$ cat config.mk
export PLATFORM = sky130hd
export DESIGN_NAME = hashed_block_cache_lru_directory_flat
export DESIGN_NICKNAME = d
export VERILOG_FILES = /design/src/sv/hbc_pkg.sv /design/src/sv/hbc_if.sv /design/src/sv/hashed_block_cache_lru_directory.sv /design/src/flat_wrapper.sv
export VERILOG_INCLUDE_DIRS = /design/src /design/src/sv
export SDC_FILE = /design/constraint.sdc
export NUM_CORES = 2
export LEC_CHECK = 0
export ABC_CLOCK_PERIOD_IN_PS = 22200
export BUFFER_PORTS_ARGS = -buffer_cell sky130_fd_sc_hd__buf_4
export CAP_MARGIN = 30
export CORE_UTILIZATION = 53
export DETAILED_ROUTE_END_ITERATION = 7
export PLACE_DENSITY = 0.75
export SLEW_MARGIN = 10
export SYNTH_ARGS = -nofsm -noshare
export SYNTH_HDL_FRONTEND = slang
export SYNTH_SLANG_ARGS = --single-unit
$ cat constraint.sdc
create_clock -name clk -period 22.2 [get_ports clk]
set_clock_uncertainty 0.05 [all_clocks]
set_input_delay 1.11 -clock clk [delete_from_list [all_inputs] [get_ports clk]]
set_output_delay 1.11 -clock clk [all_outputs]
set_load 0.02 [all_outputs]
$ cat src/sv/hashed_block_cache_lru_directory_defines.svh
// Assertion macros for the buffer directory.
// Expects clk and arst_n in the scope of every use.
`ifndef HASHED_BLOCK_CACHE_LRU_DIRECTORY_DEFINES_SVH
`define HASHED_BLOCK_CACHE_LRU_DIRECTORY_DEFINES_SVH

// Same-cycle check, off while reset is held.
`define HBC_CHK(lbl, ante, cons, msg) \
	lbl: assert property (@(posedge clk) disable iff (!arst_n) (ante) |-> (cons)) \
		else $error(msg);

// Next-cycle check, off while reset is held.
`define HBC_NEXT(lbl, ante, cons, msg) \
	lbl: assert property (@(posedge clk) disable iff (!arst_n) (ante) |=> (cons)) \
		else $error(msg);

`endif

$ cat src/sv/hbc_pkg.sv
// Shared constants, entry type and bucket hashing for the buffer directory.
// No dependencies.
package hbc_pkg;

	localparam int NUM_BUFS    = 32;
	localparam int NUM_BUCKETS = 13;

	localparam int IDX_W   = $clog2(NUM_BUFS);
	localparam int BKT_W   = (NUM_BUCKETS > 1) ? $clog2(NUM_BUCKETS) : 1;
	localparam int TYPE_W  = 2;
	localparam int DEV_W   = 8;
	localparam int BLK_W   = 32;
	localparam int SLOT_W  = 5;
	localparam int TICK_W  = 32;
	localparam int REFS_W  = 8;
	localparam int STAT_W  = 2;

	localparam logic [REFS_W-1:0] REFS_MAX = '1;

	// request codes
	localparam logic [TYPE_W-1:0] REQ_GET     = 2'd0;
	localparam logic [TYPE_W-1:0] REQ_RELEASE = 2'd1;
	localparam logic [TYPE_W-1:0] REQ_PIN     = 2'd2;
	localparam logic [TYPE_W-1:0] REQ_UNPIN   = 2'd3;

	// status codes
	localparam logic [STAT_W-1:0] ST_OK    = 2'd0;
	localparam logic [STAT_W-1:0] ST_NOBUF = 2'd1;
	localparam logic [STAT_W-1:0] ST_COUNT = 2'd2;

	// block mod buckets: weight each nibble by 16^k mod buckets, then reduce
	localparam int NIBS  = BLK_W / 4;
	localparam int SUM_W = $clog2(NIBS * 15 * NUM_BUCKETS + 1);
	localparam int RED_STEPS = 7;
	localparam int unsigned NIB_WEIGHT [NIBS] = '{
		1 % NUM_BUCKETS, 16 % NUM_BUCKETS, 256 % NUM_BUCKETS, 4096 % NUM_BUCKETS,
		65536 % NUM_BUCKETS, 1048576 % NUM_BUCKETS, 16777216 % NUM_BUCKETS,
		268435456 % NUM_BUCKETS
	};

	typedef struct packed {
		logic [DEV_W-1:0]  dev;
		logic [BLK_W-1:0]  blk;
		logic [BKT_W-1:0]  bkt;
		logic              valid;
		logic [REFS_W-1:0] refs;
		logic [TICK_W-1:0] stamp;
	} entry_t;

	function automatic logic [SUM_W-1:0] bkt_sum(input logic [BLK_W-1:0] blk);
		logic [SUM_W-1:0] acc;
		acc = '0;
		for (int k = 0; k < NIBS; k++) begin
			acc = acc + SUM_W'(blk[4*k +: 4]) * SUM_W'(NIB_WEIGHT[k]);
		end
		return acc;
	endfunction

	// sum stays below 128 times the bucket count, so seven steps finish it
	function automatic logic [BKT_W-1:0] bkt_reduce(input logic [SUM_W-1:0] sum);
		logic [SUM_W-1:0] r;
		logic [SUM_W-1:0] m;
		r = sum;
		for (int k = RED_STEPS - 1; k >= 0; k--) begin
			m = SUM_W'(NUM_BUCKETS) << k;
			if (r >= m) begin
				r = r - m;
			end
		end
		return BKT_W'(r);
	endfunction

endpackage

$ cat src/sv/hbc_if.sv
// Request and response channels of the buffer directory.
// Depends on hbc_pkg for field widths.
interface hbc_req_if import hbc_pkg::*; ();
	logic              valid;
	logic              ready;
	logic [TYPE_W-1:0] req_type;
	logic [DEV_W-1:0]  device_id;
	logic [BLK_W-1:0]  block_number;
	logic [SLOT_W-1:0] target_slot;
	logic [TICK_W-1:0] now_tick;

	modport source (output valid, req_type, device_id, block_number, target_slot, now_tick,
		input ready);
	modport sink (input valid, req_type, device_id, block_number, target_slot, now_tick,
		output ready);
endinterface

interface hbc_rsp_if import hbc_pkg::*; ();
	logic              valid;
	logic              ready;
	logic [SLOT_W-1:0] granted_slot;
	logic              was_hit;
	logic              needs_read;
	logic [STAT_W-1:0] status;

	modport source (output valid, granted_slot, was_hit, needs_read, status, input ready);
	modport sink (input valid, granted_slot, was_hit, needs_read, status, output ready);
endinterface

$ cat src/sv/hashed_block_cache_lru_directory.sv
// Buffer directory with LRU reuse: a get sweeps the entry memory one entry a cycle,
// looking for a tag hit and the oldest free entry in its bucket and overall.
// A get passes through accept, a sweep that reads every entry, a drain state and
// write-back; release, pin and unpin fetch one entry and write it back. The single
// entry-memory read port, one entry per cycle, paces the sweep. A result waits in
// the output register while the next request is taken; write-back stalls only if
// that register is still full. No clearing pass: per-entry written flags make
// untouched entries read as zero.
// Depends on hbc_pkg, hbc_if and the assertion macro header.
`include "hashed_block_cache_lru_directory_defines.svh"

module hashed_block_cache_lru_directory import hbc_pkg::*; (
	input  logic       clk,
	input  logic       arst_n,
	hbc_req_if.sink    req,
	hbc_rsp_if.source  rsp
);

	localparam logic [1:0] S_IDLE  = 2'd0;
	localparam logic [1:0] S_SCAN  = 2'd1;
	localparam logic [1:0] S_FETCH = 2'd2;
	localparam logic [1:0] S_WRITE = 2'd3;
	// drain shares no code with fetch: a get passes through S_DRAIN_X after the sweep
	localparam logic [2:0] S_DRAIN_X = 3'd4;

	logic [2:0] state_q;

	// entry memory and its written flags
	entry_t            mem_q [NUM_BUFS];
	logic [NUM_BUFS-1:0] written_q;
	entry_t            rd_raw_s1;
	logic              rd_wr_s1;
	entry_t            rd_ent;
	logic              rd_en;
	logic [IDX_W-1:0]  rd_addr;

	// request
	logic [TYPE_W-1:0] rq_type_q;
	logic [DEV_W-1:0]  rq_dev_q;
	logic [BLK_W-1:0]  rq_blk_q;
	logic [SLOT_W-1:0] rq_slot_q;
	logic [TICK_W-1:0] rq_now_q;
	logic [SUM_W-1:0]  sum_q;
	logic [BKT_W-1:0]  bkt_q;
	logic [IDX_W-1:0]  slot_idx;
	logic              slot_ok;

	// sweep
	logic [IDX_W-1:0]  scan_idx_q;
	logic              chk_s1;
	logic [IDX_W-1:0]  idx_s1;
	logic              found_q;
	logic [IDX_W-1:0]  found_idx_q;
	entry_t            found_ent_q;
	logic              bc_ok_q;
	logic [IDX_W-1:0]  bc_idx_q;
	logic [TICK_W-1:0] bc_stamp_q;
	logic              gc_ok_q;
	logic [IDX_W-1:0]  gc_idx_q;
	logic [TICK_W-1:0] gc_stamp_q;
	logic              take_found;
	logic              take_bc;
	logic              take_gc;
	logic              cur_free;

	// write-back and result
	logic              accept;
	logic              out_free;
	logic              wb_fire;
	logic              wr_ok;
	logic [IDX_W-1:0]  wr_idx;
	entry_t            wr_ent;
	logic              mem_we;
	logic [SLOT_W-1:0] res_slot;
	logic              res_hit;
	logic              res_rd;
	logic [STAT_W-1:0] res_status;

	logic              rsp_vld_q;
	logic [SLOT_W-1:0] rsp_slot_q;
	logic              rsp_hit_q;
	logic              rsp_rd_q;
	logic [STAT_W-1:0] rsp_status_q;

	assign req.ready = (state_q == {1'b0, S_IDLE});
	assign accept    = req.valid && req.ready;
	assign out_free  = !rsp_vld_q || rsp.ready;
	assign wb_fire   = (state_q == {1'b0, S_WRITE}) && out_free;
	assign mem_we    = wb_fire && wr_ok;

	assign slot_idx = IDX_W'(rq_slot_q);
	assign slot_ok  = int'(rq_slot_q) < NUM_BUFS;

	assign rd_en   = (state_q == {1'b0, S_SCAN}) || (state_q == {1'b0, S_FETCH});
	assign rd_addr = (state_q == {1'b0, S_SCAN}) ? scan_idx_q : slot_idx;
	assign rd_ent  = rd_wr_s1 ? rd_raw_s1 : '0;

	// compare the entry that came back from memory against the request
	always_comb begin
		cur_free   = (rd_ent.refs == '0);
		take_found = chk_s1 && !found_q && (rd_ent.dev == rq_dev_q) && (rd_ent.blk == rq_blk_q);
		take_gc    = chk_s1 && cur_free && (!gc_ok_q || (rd_ent.stamp < gc_stamp_q));
		take_bc    = chk_s1 && cur_free && (rd_ent.bkt == bkt_q) &&
			(!bc_ok_q || (rd_ent.stamp < bc_stamp_q));
	end

	// decide the write-back and the result
	always_comb begin
		wr_ok      = 1'b0;
		wr_idx     = slot_idx;
		wr_ent     = rd_ent;
		res_slot   = rq_slot_q;
		res_hit    = 1'b0;
		res_rd     = 1'b0;
		res_status = ST_OK;
		unique case (rq_type_q)
			REQ_GET: begin
				res_slot = '0;
				if (found_q) begin
					res_slot = SLOT_W'(found_idx_q);
					res_hit  = 1'b1;
					wr_idx   = found_idx_q;
					wr_ent   = found_ent_q;
					if (found_ent_q.refs == REFS_MAX) begin
						res_status = ST_COUNT;
					end else begin
						wr_ok        = 1'b1;
						res_rd       = !found_ent_q.valid;
						wr_ent.refs  = found_ent_q.refs + REFS_W'(1);
						wr_ent.stamp = rq_now_q;
						wr_ent.valid = 1'b1;
					end
				end else if (bc_ok_q || gc_ok_q) begin
					wr_ok        = 1'b1;
					wr_idx       = bc_ok_q ? bc_idx_q : gc_idx_q;
					res_slot     = SLOT_W'(wr_idx);
					res_rd       = 1'b1;
					wr_ent.dev   = rq_dev_q;
					wr_ent.blk   = rq_blk_q;
					wr_ent.bkt   = bkt_q;
					wr_ent.valid = 1'b1;
					wr_ent.refs  = REFS_W'(1);
					wr_ent.stamp = rq_now_q;
				end else begin
					res_status = ST_NOBUF;
				end
			end
			REQ_PIN: begin
				if (!slot_ok || rd_ent.refs == REFS_MAX) begin
					res_status = ST_COUNT;
				end else begin
					wr_ok       = 1'b1;
					wr_ent.refs = rd_ent.refs + REFS_W'(1);
				end
			end
			REQ_RELEASE, REQ_UNPIN: begin
				if (!slot_ok || rd_ent.refs == '0) begin
					res_status = ST_COUNT;
				end else begin
					wr_ok       = 1'b1;
					wr_ent.refs = rd_ent.refs - REFS_W'(1);
				end
			end
			default: begin
				res_status = ST_COUNT;
			end
		endcase
	end

	// entry memory: one read and one write port, registered read
	always_ff @(posedge clk) begin
		if (rd_en) begin
			rd_raw_s1 <= mem_q[rd_addr];
			rd_wr_s1  <= written_q[rd_addr];
		end
		if (mem_we) begin
			mem_q[wr_idx] <= wr_ent;
		end
	end

	always_ff @(posedge clk or negedge arst_n) begin
		if (!arst_n) begin
			state_q    <= {1'b0, S_IDLE};
			scan_idx_q <= '0;
			chk_s1     <= 1'b0;
			found_q    <= 1'b0;
			bc_ok_q    <= 1'b0;
			gc_ok_q    <= 1'b0;
			rsp_vld_q  <= 1'b0;
			written_q  <= '0;
		end else begin
			chk_s1 <= (state_q == {1'b0, S_SCAN});
			if (wb_fire) begin
				rsp_vld_q <= 1'b1;
			end else if (rsp.ready) begin
				rsp_vld_q <= 1'b0;
			end
			if (mem_we) begin
				written_q[wr_idx] <= 1'b1;
			end
			// clear the sweep results on a new request, else collect them
			if (accept) begin
				found_q <= 1'b0;
				bc_ok_q <= 1'b0;
				gc_ok_q <= 1'b0;
			end else begin
				if (take_found) begin
					found_q <= 1'b1;
				end
				if (take_bc) begin
					bc_ok_q <= 1'b1;
				end
				if (take_gc) begin
					gc_ok_q <= 1'b1;
				end
			end
			unique case (state_q)
				{1'b0, S_IDLE}: begin
					if (accept) begin
						scan_idx_q <= '0;
						state_q    <= (req.req_type == REQ_GET) ? {1'b0, S_SCAN} : {1'b0, S_FETCH};
					end
				end
				{1'b0, S_SCAN}: begin
					scan_idx_q <= scan_idx_q + IDX_W'(1);
					if (scan_idx_q == IDX_W'(NUM_BUFS - 1)) begin
						state_q <= S_DRAIN_X;
					end
				end
				S_DRAIN_X: begin
					state_q <= {1'b0, S_WRITE};
				end
				{1'b0, S_FETCH}: begin
					state_q <= {1'b0, S_WRITE};
				end
				{1'b0, S_WRITE}: begin
					if (out_free) begin
						state_q <= {1'b0, S_IDLE};
					end
				end
				default: begin
					state_q <= {1'b0, S_IDLE};
				end
			endcase
		end
	end

	// request payload, bucket and sweep candidates
	always_ff @(posedge clk) begin
		if (accept) begin
			rq_type_q <= req.req_type;
			rq_dev_q  <= req.device_id;
			rq_blk_q  <= req.block_number;
			rq_slot_q <= req.target_slot;
			rq_now_q  <= req.now_tick;
			sum_q     <= bkt_sum(req.block_number);
		end
		// ready by the time the first entry comes back
		if (state_q == {1'b0, S_SCAN}) begin
			bkt_q <= bkt_reduce(sum_q);
		end
		idx_s1 <= scan_idx_q;
		if (take_found) begin
			found_idx_q <= idx_s1;
			found_ent_q <= rd_ent;
		end
		if (take_bc) begin
			bc_idx_q   <= idx_s1;
			bc_stamp_q <= rd_ent.stamp;
		end
		if (take_gc) begin
			gc_idx_q   <= idx_s1;
			gc_stamp_q <= rd_ent.stamp;
		end
		if (wb_fire) begin
			rsp_slot_q   <= res_slot;
			rsp_hit_q    <= res_hit;
			rsp_rd_q     <= res_rd;
			rsp_status_q <= res_status;
		end
	end

	assign rsp.valid        = rsp_vld_q;
	assign rsp.granted_slot = rsp_slot_q;
	assign rsp.was_hit      = rsp_hit_q;
	assign rsp.needs_read   = rsp_rd_q;
	assign rsp.status       = rsp_status_q;

	`HBC_CHK(a_rsp_from_wb, $rose(rsp.valid), $past(state_q == {1'b0, S_WRITE}), "response not from write-back")
	`HBC_NEXT(a_we_ends_item, mem_we, (state_q == {1'b0, S_IDLE}) && rsp_vld_q, "write-back did not finish item")
	`HBC_CHK(a_nobuf_shape, rsp.valid && (rsp.status == ST_NOBUF), (rsp.granted_slot == '0) && !rsp.was_hit && !rsp.needs_read, "bad no-buffer result")
	`HBC_CHK(a_drain_is_get, state_q == S_DRAIN_X, rq_type_q == REQ_GET, "sweep on a non-get request")

endmodule
$ cat src/flat_wrapper.sv
// flat-port wrapper written by rule: the top's interface ports become plain ports
module hashed_block_cache_lru_directory_flat import hbc_pkg::*;
  (clk, arst_n, req_valid, req_req_type, req_device_id, req_block_number, req_target_slot, req_now_tick, req_ready, rsp_valid, rsp_granted_slot, rsp_was_hit, rsp_needs_read, rsp_status, rsp_ready);
  hbc_req_if req_i ();
  hbc_rsp_if rsp_i ();
  input  logic clk;
  input  logic arst_n;
  input wire logic [$bits(req_i.valid)-1:0] req_valid;
  input wire logic [$bits(req_i.req_type)-1:0] req_req_type;
  input wire logic [$bits(req_i.device_id)-1:0] req_device_id;
  input wire logic [$bits(req_i.block_number)-1:0] req_block_number;
  input wire logic [$bits(req_i.target_slot)-1:0] req_target_slot;
  input wire logic [$bits(req_i.now_tick)-1:0] req_now_tick;
  output wire logic [$bits(req_i.ready)-1:0] req_ready;
  output wire logic [$bits(rsp_i.valid)-1:0] rsp_valid;
  output wire logic [$bits(rsp_i.granted_slot)-1:0] rsp_granted_slot;
  output wire logic [$bits(rsp_i.was_hit)-1:0] rsp_was_hit;
  output wire logic [$bits(rsp_i.needs_read)-1:0] rsp_needs_read;
  output wire logic [$bits(rsp_i.status)-1:0] rsp_status;
  input wire logic [$bits(rsp_i.ready)-1:0] rsp_ready;
  assign req_i.valid = req_valid;
  assign req_i.req_type = req_req_type;
  assign req_i.device_id = req_device_id;
  assign req_i.block_number = req_block_number;
  assign req_i.target_slot = req_target_slot;
  assign req_i.now_tick = req_now_tick;
  assign req_ready = req_i.ready;
  assign rsp_valid = rsp_i.valid;
  assign rsp_granted_slot = rsp_i.granted_slot;
  assign rsp_was_hit = rsp_i.was_hit;
  assign rsp_needs_read = rsp_i.needs_read;
  assign rsp_status = rsp_i.status;
  assign rsp_i.ready = rsp_ready;
  hashed_block_cache_lru_directory u_core (.clk(clk), .arst_n(arst_n), .req(req_i), .rsp(rsp_i));
endmodule
* Word-level counts from Yosys, hierarchy flattened
Memories as Yosys holds them, arrays and structs flattened. A register that Yosys moved wholly into a read port is not among the register bits. Cells that the tools add are included.
Word-level totals: bits in writable memories 2720, memories 1, register bits after elaboration 318, output and inout bits 11, input port bits 83, word-level logic and storage cells 185
Memory list:
- u_core.mem_q | words 32, bits a word 85, rd ports 1, clocked after Yosys merged registers in 1, write ports 1, line hashed_block_cache_lru_directory.sv:29 | entry_t mem_q [NUM_BUFS];
Cells by class: bitwise gates (word level) 1, equal/unequal tests 16, magnitude comparators 12, add/subtract/negate cells 18, multipliers 5, reduce and logical (&&, ||, !) cells 34, mux-type cells 66
Operators by type and width (number):
- two-way mux 85 bit | 3
- two-way mux 11 bit | 12
- less-than comparator 32 bit | 2
- two-way mux 45 bit | 1
- two-way mux 5 bit | 9
- two-way mux 41 bit | 1
- equality test 32 bit | 1
- two-way mux 32 bit | 1
- OR 32 bit | 1
- case mux 8 bit (3 select lines) | 1
- adder 11 x 4 -> 11 bit | 2
- adder 11 x 6 -> 11 bit | 2
- adder 11 x 8 -> 11 bit | 2
- two-way mux 1 bit | 21
- multiplier 4 x 2 -> 6 bit, second input constant | 3
- adder 8 x 1 -> 8 bit, second input constant | 2
- equality test 8 bit, second input constant | 2
- multiplier 4 x 4 -> 8 bit, second input constant | 2
- two-way mux 8 bit | 2
- less-than comparator 5 x 6 -> 1 bit, second input constant | 2
- case mux 3 bit (4 select lines) | 1
- >= comparator 11 x 10 -> 1 bit, second input constant | 1
- >= comparator 11 x 4 -> 1 bit, second input constant | 1
- >= comparator 11 x 5 -> 1 bit, second input constant | 1
- 43 further kinds | 76

* Logic depth before layout (Yosys ltp)
depth in word-level cells 20, gate-level depth with buffers 24, gate-level depth less buffers 23

* Worst setup path before layout
Ideal clock, no wire load.
kind flip-flop to flip-flop, from register u_core.rd_wr_s1, to register u_core.found_ent_q[0] (netlist bit) (enable), arrival time 7854 ps, library setup time 651 ps, slack 13645 ps, cell stages (with the launch flop) 9, required time 21499 ps, clock period less this slack 8555 ps, buffers on the path 3, path through edfxtp_1 -> clkbuf_1 -> buf_1 -> clkbuf_1 -> nand2_1 -> xnor2_1 -> nor3_1 -> nand3_1 -> nor3_1
On the way: longest elaborated chain between the ends 4
RTL lines:
- from (decl) | line hashed_block_cache_lru_directory.sv:32 | logic rd_wr_s1;
- from (signal assigned) | line hashed_block_cache_lru_directory.sv:174 | rd_wr_s1 <= written_q[rd_addr];
- two-way mux 85 bit (*) | line hashed_block_cache_lru_directory.sv:96 | assign rd_ent = rd_wr_s1 ? rd_raw_s1 : '0;
- equality test 8 bit | line hashed_block_cache_lru_directory.sv:101 | take_found = chk_s1 && !found_q && (rd_ent.dev == rq_dev_q) && (rd_ent.blk == rq_blk_q);
- logical AND 1 bit | line hashed_block_cache_lru_directory.sv:101
- logical AND 1 bit (*) | line hashed_block_cache_lru_directory.sv:101
- via u_core.take_found | line hashed_block_cache_lru_directory.sv:61 | logic take_found;
- to (signal assigned) | line hashed_block_cache_lru_directory.sv:265 | found_ent_q <= rd_ent;
- to (decl) | line hashed_block_cache_lru_directory.sv:54 | entry_t found_ent_q;
The timed path passes the listed nets; every way through them passes the cells marked *. A chain may end at the register's enable or synchronous reset.

* Worst setup path after layout
from register u_core.state_q[1], to register, netlist name u_core.rd_raw_s1[64]
On the way: longest elaborated chain between the ends 2
RTL lines:
- from (decl) | line hashed_block_cache_lru_directory.sv:26 | logic [2:0] state_q;
- from (signal assigned) | line hashed_block_cache_lru_directory.sv:183 | state_q <= {1'b0, S_IDLE};
- from (signal assigned) | line hashed_block_cache_lru_directory.sv:221 | state_q <= (req.req_type == REQ_GET) ? {1'b0, S_SCAN} : {1'b0, S_FETCH};
- from (signal assigned) | line hashed_block_cache_lru_directory.sv:231 | state_q <= {1'b0, S_WRITE};
- equality test 3 x 1 -> 1 bit or equality test 3 x 2 -> 1 bit (tied branches) | line hashed_block_cache_lru_directory.sv:94, hashed_block_cache_lru_directory.sv:95
- two-way mux 5 bit or logical OR 1 bit (tied branches) | line hashed_block_cache_lru_directory.sv:95, hashed_block_cache_lru_directory.sv:94
Parallel ways exist; a longest one is shown, timed or not.

==> flow_summary.yaml <==
synth:
  synthesized_instance_count: 9901
  synth.yosys.seq_area_share_pct: 73.21
  post_synth.cell_area_avg_um2: 12.90
  ys_dominant_reg_cell: "sky130_fd_sc_hd__edfxtp_1"
  mapped_cell_area_mm2: 0.1277
  async_set_or_reset_flop_fraction_in_the_synthesized_netlist_pct: 1.441
  yosysWarnings: 0
  synth_fp_nets: 10130
  synth-edff-count: 3072
  yosys_register_bits: 3122
  yosysUniqueCellTypes: 92
routing:
  drt_first_iter_violations: 13210
  vias_after_detailed_routing: 85170
  postRouteAntennaNets: 0
  drc: 0
  wl_per_cell_um: 27.01
  dr.pass1.iters: 8
  routed_wirelength_mm: 359.5
  route.detailed.vias_per_inst: 6.401
timing:
  finalWorstPathRequiredPeriod_ps: 6910
  max_slew_margin_pct: 20.10
  fin_worst_hold_slack_ps: 125.9
  worst_slack_ps: 15290
  final-setup-viol-count: 0
  maximum_clock_frequency_mhz: 144.7
  report.final.hold_viol_count: 0
  finalCritPeriodShare_pct: 31.13
  setup_tns_ps: 0
  report.final.slew_viol_count: 0
  worstMarginPinSlew_ps: 1199
  grt_setup_unrepaired: "no"
setup_path:
  cp.arrival_ps: 7580
  cpPeakStageDelay_ps: 860
  timing.critical_path.mode_cell: "sky130_fd_sc_hd__buf_4"
  critPathLaunchType: "flop"
  timing_worst_setup_path_type: "reg -> reg"
  critical_path.endpoint_type: "flop"
  cpLargestDelayFamily: "buffers and inverters"
  critical_path_required_time_ps: 22870
  crit_chain: "nand2b_1, nand2b_1, inv_1, buf_4, nand2_1, nand2_4, buf_4, buf_12, buf_4, buf_4, a311oi_1, a311oi_1, a31oi_1, a21o_1"
  cp_slowest_cell: "sky130_fd_sc_hd__buf_4"
  worstPathBufferInverterCount: 6
  worst-path-max-fanout: 175
die:
  num_rows: 179
  die_area_mm2: 0.2429
  core_mm2: 0.2387
  floorplan.initialDensity_pct: 53.48
  design.portCount: 94
  die_height_um: 492.8
  die_boundary_width_um: 492.8
clocking:
  cts_post_setup_buffers_inserted: 0
  number_of_clock_buffers_inserted_by_tritoncts: 317
  tritoncts: "built"
  number_of_buffers_inserted_by_hold_repair_at_cts: 0
  cts.htree.levels: 5
  tritoncts_num_sinks: 3122
  cts-root-buf: "sky130_fd_sc_hd__clkbuf_16"
  cts.clk_slew.worst_paths_ps: 60
  max-clock-path-buffers: 4
  worstSkewPairLatency_ps: 980
  post_cts_gate_resize_count: 0
layout:
  multi_input_comb_area_mm2: 0.03168
  seq_area_mm2: 0.09347
  post_route_cells_drive_above_1_share_pct: 9.252
  synthToLayoutAreaGrowth_pct: 12.16
  post_layout_cell_count: 13310
  finalNetCount: 10140
  final.fill_count: 17480
placed_design:
  gp_congestion: 0.8512
  io_buffers: 93
  worst_setup_slack_post_dpl_ps: 15030
  place.detailed.instances: 12730
  post-dp-hpwl_mm: 176.0
global_routing:
  grt_antenna_before_repair: 4
  number_of_global_route_vias_before_repair: 82470
  overflow: 0
  global_route.usage.total_pct: 29.06
  grt_start_max_net_pins: 188
  global_route_wire_length_before_repair_mm: 525.1
power:
  internal_power_uw: 13130
  sw_ratio_pct: 37.44
  power.total_uw: 20990
  powerDensity_mw_per_mm2: 146.6
  combinationalPowerShare_pct: 37.4
  cellLeakagePower_uw: 0.05060
  p_sw_uw: 7858
  p_clk_share_pct: 24.6
  sequential_share_of_power_pct: 38.0
  vdd_ir_drop_max_mv: 0.1430
flow_run:
  max-cap-violations: 0
outcome:
  run_status: "finished, final reports clean"
min_path:
  min-delay-path-class: "in -> async"
## worst paths after layout
kind	start	end	slack [ps]	cells after the start
min in group clk	req_device_id[7]	u_core.rq_dev_q[7]	300	1
worst max register to register	u_core.state_q[1]	u_core.rd_raw_s1[64]	15290	14
max in group asynchronous	arst_n	u_core.written_q[22]	21510	1
worst min-delay path	arst_n	u_core.bc_ok_q	130	1
worst min register to register	u_core.idx_s1[4]	u_core.found_idx_q[4]	410	0
worst max-delay path	u_core.state_q[1]	u_core.rd_raw_s1[64]	15290	14
## worst register-to-register path, stage by stage, from the launching register on
cell and delay [ps]:
sky130_fd_sc_hd__dfrtp_1 450, sky130_fd_sc_hd__nand2b_1 250, sky130_fd_sc_hd__nand2b_1 360, sky130_fd_sc_hd__inv_1 240, sky130_fd_sc_hd__buf_4 360, sky130_fd_sc_hd__nand2_1 150, sky130_fd_sc_hd__nand2_4 660, sky130_fd_sc_hd__buf_4 780
sky130_fd_sc_hd__buf_12 650, sky130_fd_sc_hd__buf_4 1010, sky130_fd_sc_hd__buf_4 790, sky130_fd_sc_hd__a311oi_1 240, sky130_fd_sc_hd__a311oi_1 350, sky130_fd_sc_hd__a31oi_1 120, sky130_fd_sc_hd__a21o_1 250
## cells in the mapped netlist, types with 4 or more instances
library cell                   n  share of area (%)
sky130_fd_sc_hd__a31oi_1      93               0.46
sky130_fd_sc_hd__a21o_1      118               0.69
sky130_fd_sc_hd__o22ai_1       5              0.024
sky130_fd_sc_hd__or2_2        34               0.17
sky130_fd_sc_hd__a221oi_1      5              0.034
sky130_fd_sc_hd__nor2b_1      11              0.054
sky130_fd_sc_hd__o21ai_1       5              0.020
sky130_fd_sc_hd__dfxtp_1       5              0.078
sky130_fd_sc_hd__clkbuf_1    611                1.8
sky130_fd_sc_hd__edfxtp_1   3072                 72
sky130_fd_sc_hd__nand2_1    2865                8.4
sky130_fd_sc_hd__xor2_1        8              0.055
sky130_fd_sc_hd__nor2_1       72               0.21
sky130_fd_sc_hd__xnor2_1      67               0.46
sky130_fd_sc_hd__buf_1        36               0.11
sky130_fd_sc_hd__a211o_1       4              0.027
sky130_fd_sc_hd__fa_1         37               0.58
sky130_fd_sc_hd__a221o_1       4              0.031
sky130_fd_sc_hd__a211oi_1      9              0.053
sky130_fd_sc_hd__a21oi_1      51               0.20
sky130_fd_sc_hd__inv_1       192               0.56
sky130_fd_sc_hd__nand4_1      18              0.088
sky130_fd_sc_hd__and3_1      180               0.88
sky130_fd_sc_hd__nand3_1    1411                5.5
sky130_fd_sc_hd__o211ai_1     15              0.088
sky130_fd_sc_hd__ha_1        106                1.0
sky130_fd_sc_hd__a22oi_1      76               0.45
sky130_fd_sc_hd__dfrtp_1      45               0.88
sky130_fd_sc_hd__mux2i_1      16               0.13
sky130_fd_sc_hd__nor4_1       17              0.083
sky130_fd_sc_hd__o21bai_1      5              0.029
sky130_fd_sc_hd__nand2b_1     16              0.078
sky130_fd_sc_hd__nor3_1       15              0.059
sky130_fd_sc_hd__and2_1       37               0.18
sky130_fd_sc_hd__a311oi_1    431                3.0
sky130_fd_sc_hd__o21a_1       14              0.082
sky130_fd_sc_hd__o2bb2ai_1    31               0.21
sky130_fd_sc_hd__o21ai_0      89               0.35
## power groups by stage
stage,sequential [µW],combinational (µW),clock (µW)
after floorplan,8060,5200,0
after global placement,8110,7250,0
after detailed placement,8090,7540,0
after CTS,7970,7600,5190
after global routing,7980,8450,5410
final,7970,7850,5170
## per-stage QoR
step | area (µm²) | utilization, %
2_1_floorplan | 127700 | -
3_3_place_gp | 132100 | 55.34
3_5_place_dp | 132900 | 55.65
4_1_cts | 142700 | 59.76
5_1_grt | 143200 | 59.98
6_report | 143200 | 59.98
## kinds of logic after synthesis
logic type | count (synthesis) | share of synthesized area [%]
XOR/XNOR | 75 | 0.5145
adder cells (fa/ha/maj) | 144 | 1.627
flip-flops | 3122 | 73.21
AO/OA/AOI/OAI | 1001 | 6.091
multiplexers | 21 | 0.1921
buffers and inverters | 847 | 2.510
AND/OR/NAND/NOR | 4691 | 15.86
## final cells by class
class                   instances  area share [%]
clock buffers                 366           5.756
inverters                     194          0.5102
well taps                    3167           2.767
multi-input cells            5932           22.12
repair buffers                351           2.478
clock inverters               173           1.096
flip-flops and latches       3122           65.27
diodes                          2        0.003495
## layer usage
layer / global-route usage (%) / vias to the layer above / wire [µm]
met5: 0 / - / 0
met4: 13.22 / 0 / 17100
met3: 5.999 / 926 / 46590
met2: 46.03 / 5896 / 165800
met1: 38.89 / 41950 / 129900
li1: - / 36410 / -
## cells in the final DEF (no fill, tap or decap), types with 29 or more instances in the layout
cell type,instances
sky130_fd_sc_hd__clkbuf_16,322
sky130_fd_sc_hd__clkinv_1,76
sky130_fd_sc_hd__ha_1,106
sky130_fd_sc_hd__xnor2_1,67
sky130_fd_sc_hd__clkinv_2,49
sky130_fd_sc_hd__a311oi_1,431
sky130_fd_sc_hd__nor2_1,38
sky130_fd_sc_hd__buf_4,252
sky130_fd_sc_hd__a22oi_1,76
sky130_fd_sc_hd__inv_1,191
sky130_fd_sc_hd__nor2_4,34
sky130_fd_sc_hd__bufinv_16,29
sky130_fd_sc_hd__edfxtp_1,3072
sky130_fd_sc_hd__nand3_1,1411
sky130_fd_sc_hd__o21ai_0,43
sky130_fd_sc_hd__buf_12,31
sky130_fd_sc_hd__and3_1,180
sky130_fd_sc_hd__dfrtp_1,45
sky130_fd_sc_hd__o2bb2ai_2,31
sky130_fd_sc_hd__buf_8,41
sky130_fd_sc_hd__a31oi_1,92
sky130_fd_sc_hd__and2_1,37
sky130_fd_sc_hd__a21oi_1,49
sky130_fd_sc_hd__or2_2,34
sky130_fd_sc_hd__fa_1,37
sky130_fd_sc_hd__nand2_1,2862
sky130_fd_sc_hd__clkbuf_1,42
sky130_fd_sc_hd__a21o_1,118
## registers in the layout, summed over array words and instances (netlist names), 2 cells and up
name / cells
u_core.mem_q: 2720
u_core.rq_now_q: 32
u_core.found_idx_q: 5
u_core.rsp.granted_slot: 5
u_core.bc_idx_q: 5
u_core.written_q: 32
u_core.rq_slot_q: 5
u_core.gc_stamp_q: 32
u_core.rq_blk_q: 32
u_core.gc_idx_q: 5
u_core.rq_dev_q: 8
u_core.rq_type_q: 2
u_core.found_ent_q: 85
u_core.sum_q: 10
u_core.rsp.status: 2
u_core.state_q: 3
u_core.rd_raw_s1: 85
u_core.bkt_q: 4
u_core.bc_stamp_q: 32
u_core.idx_s1: 5
u_core.scan_idx_q: 5
(Power assumes the default switching activity.)
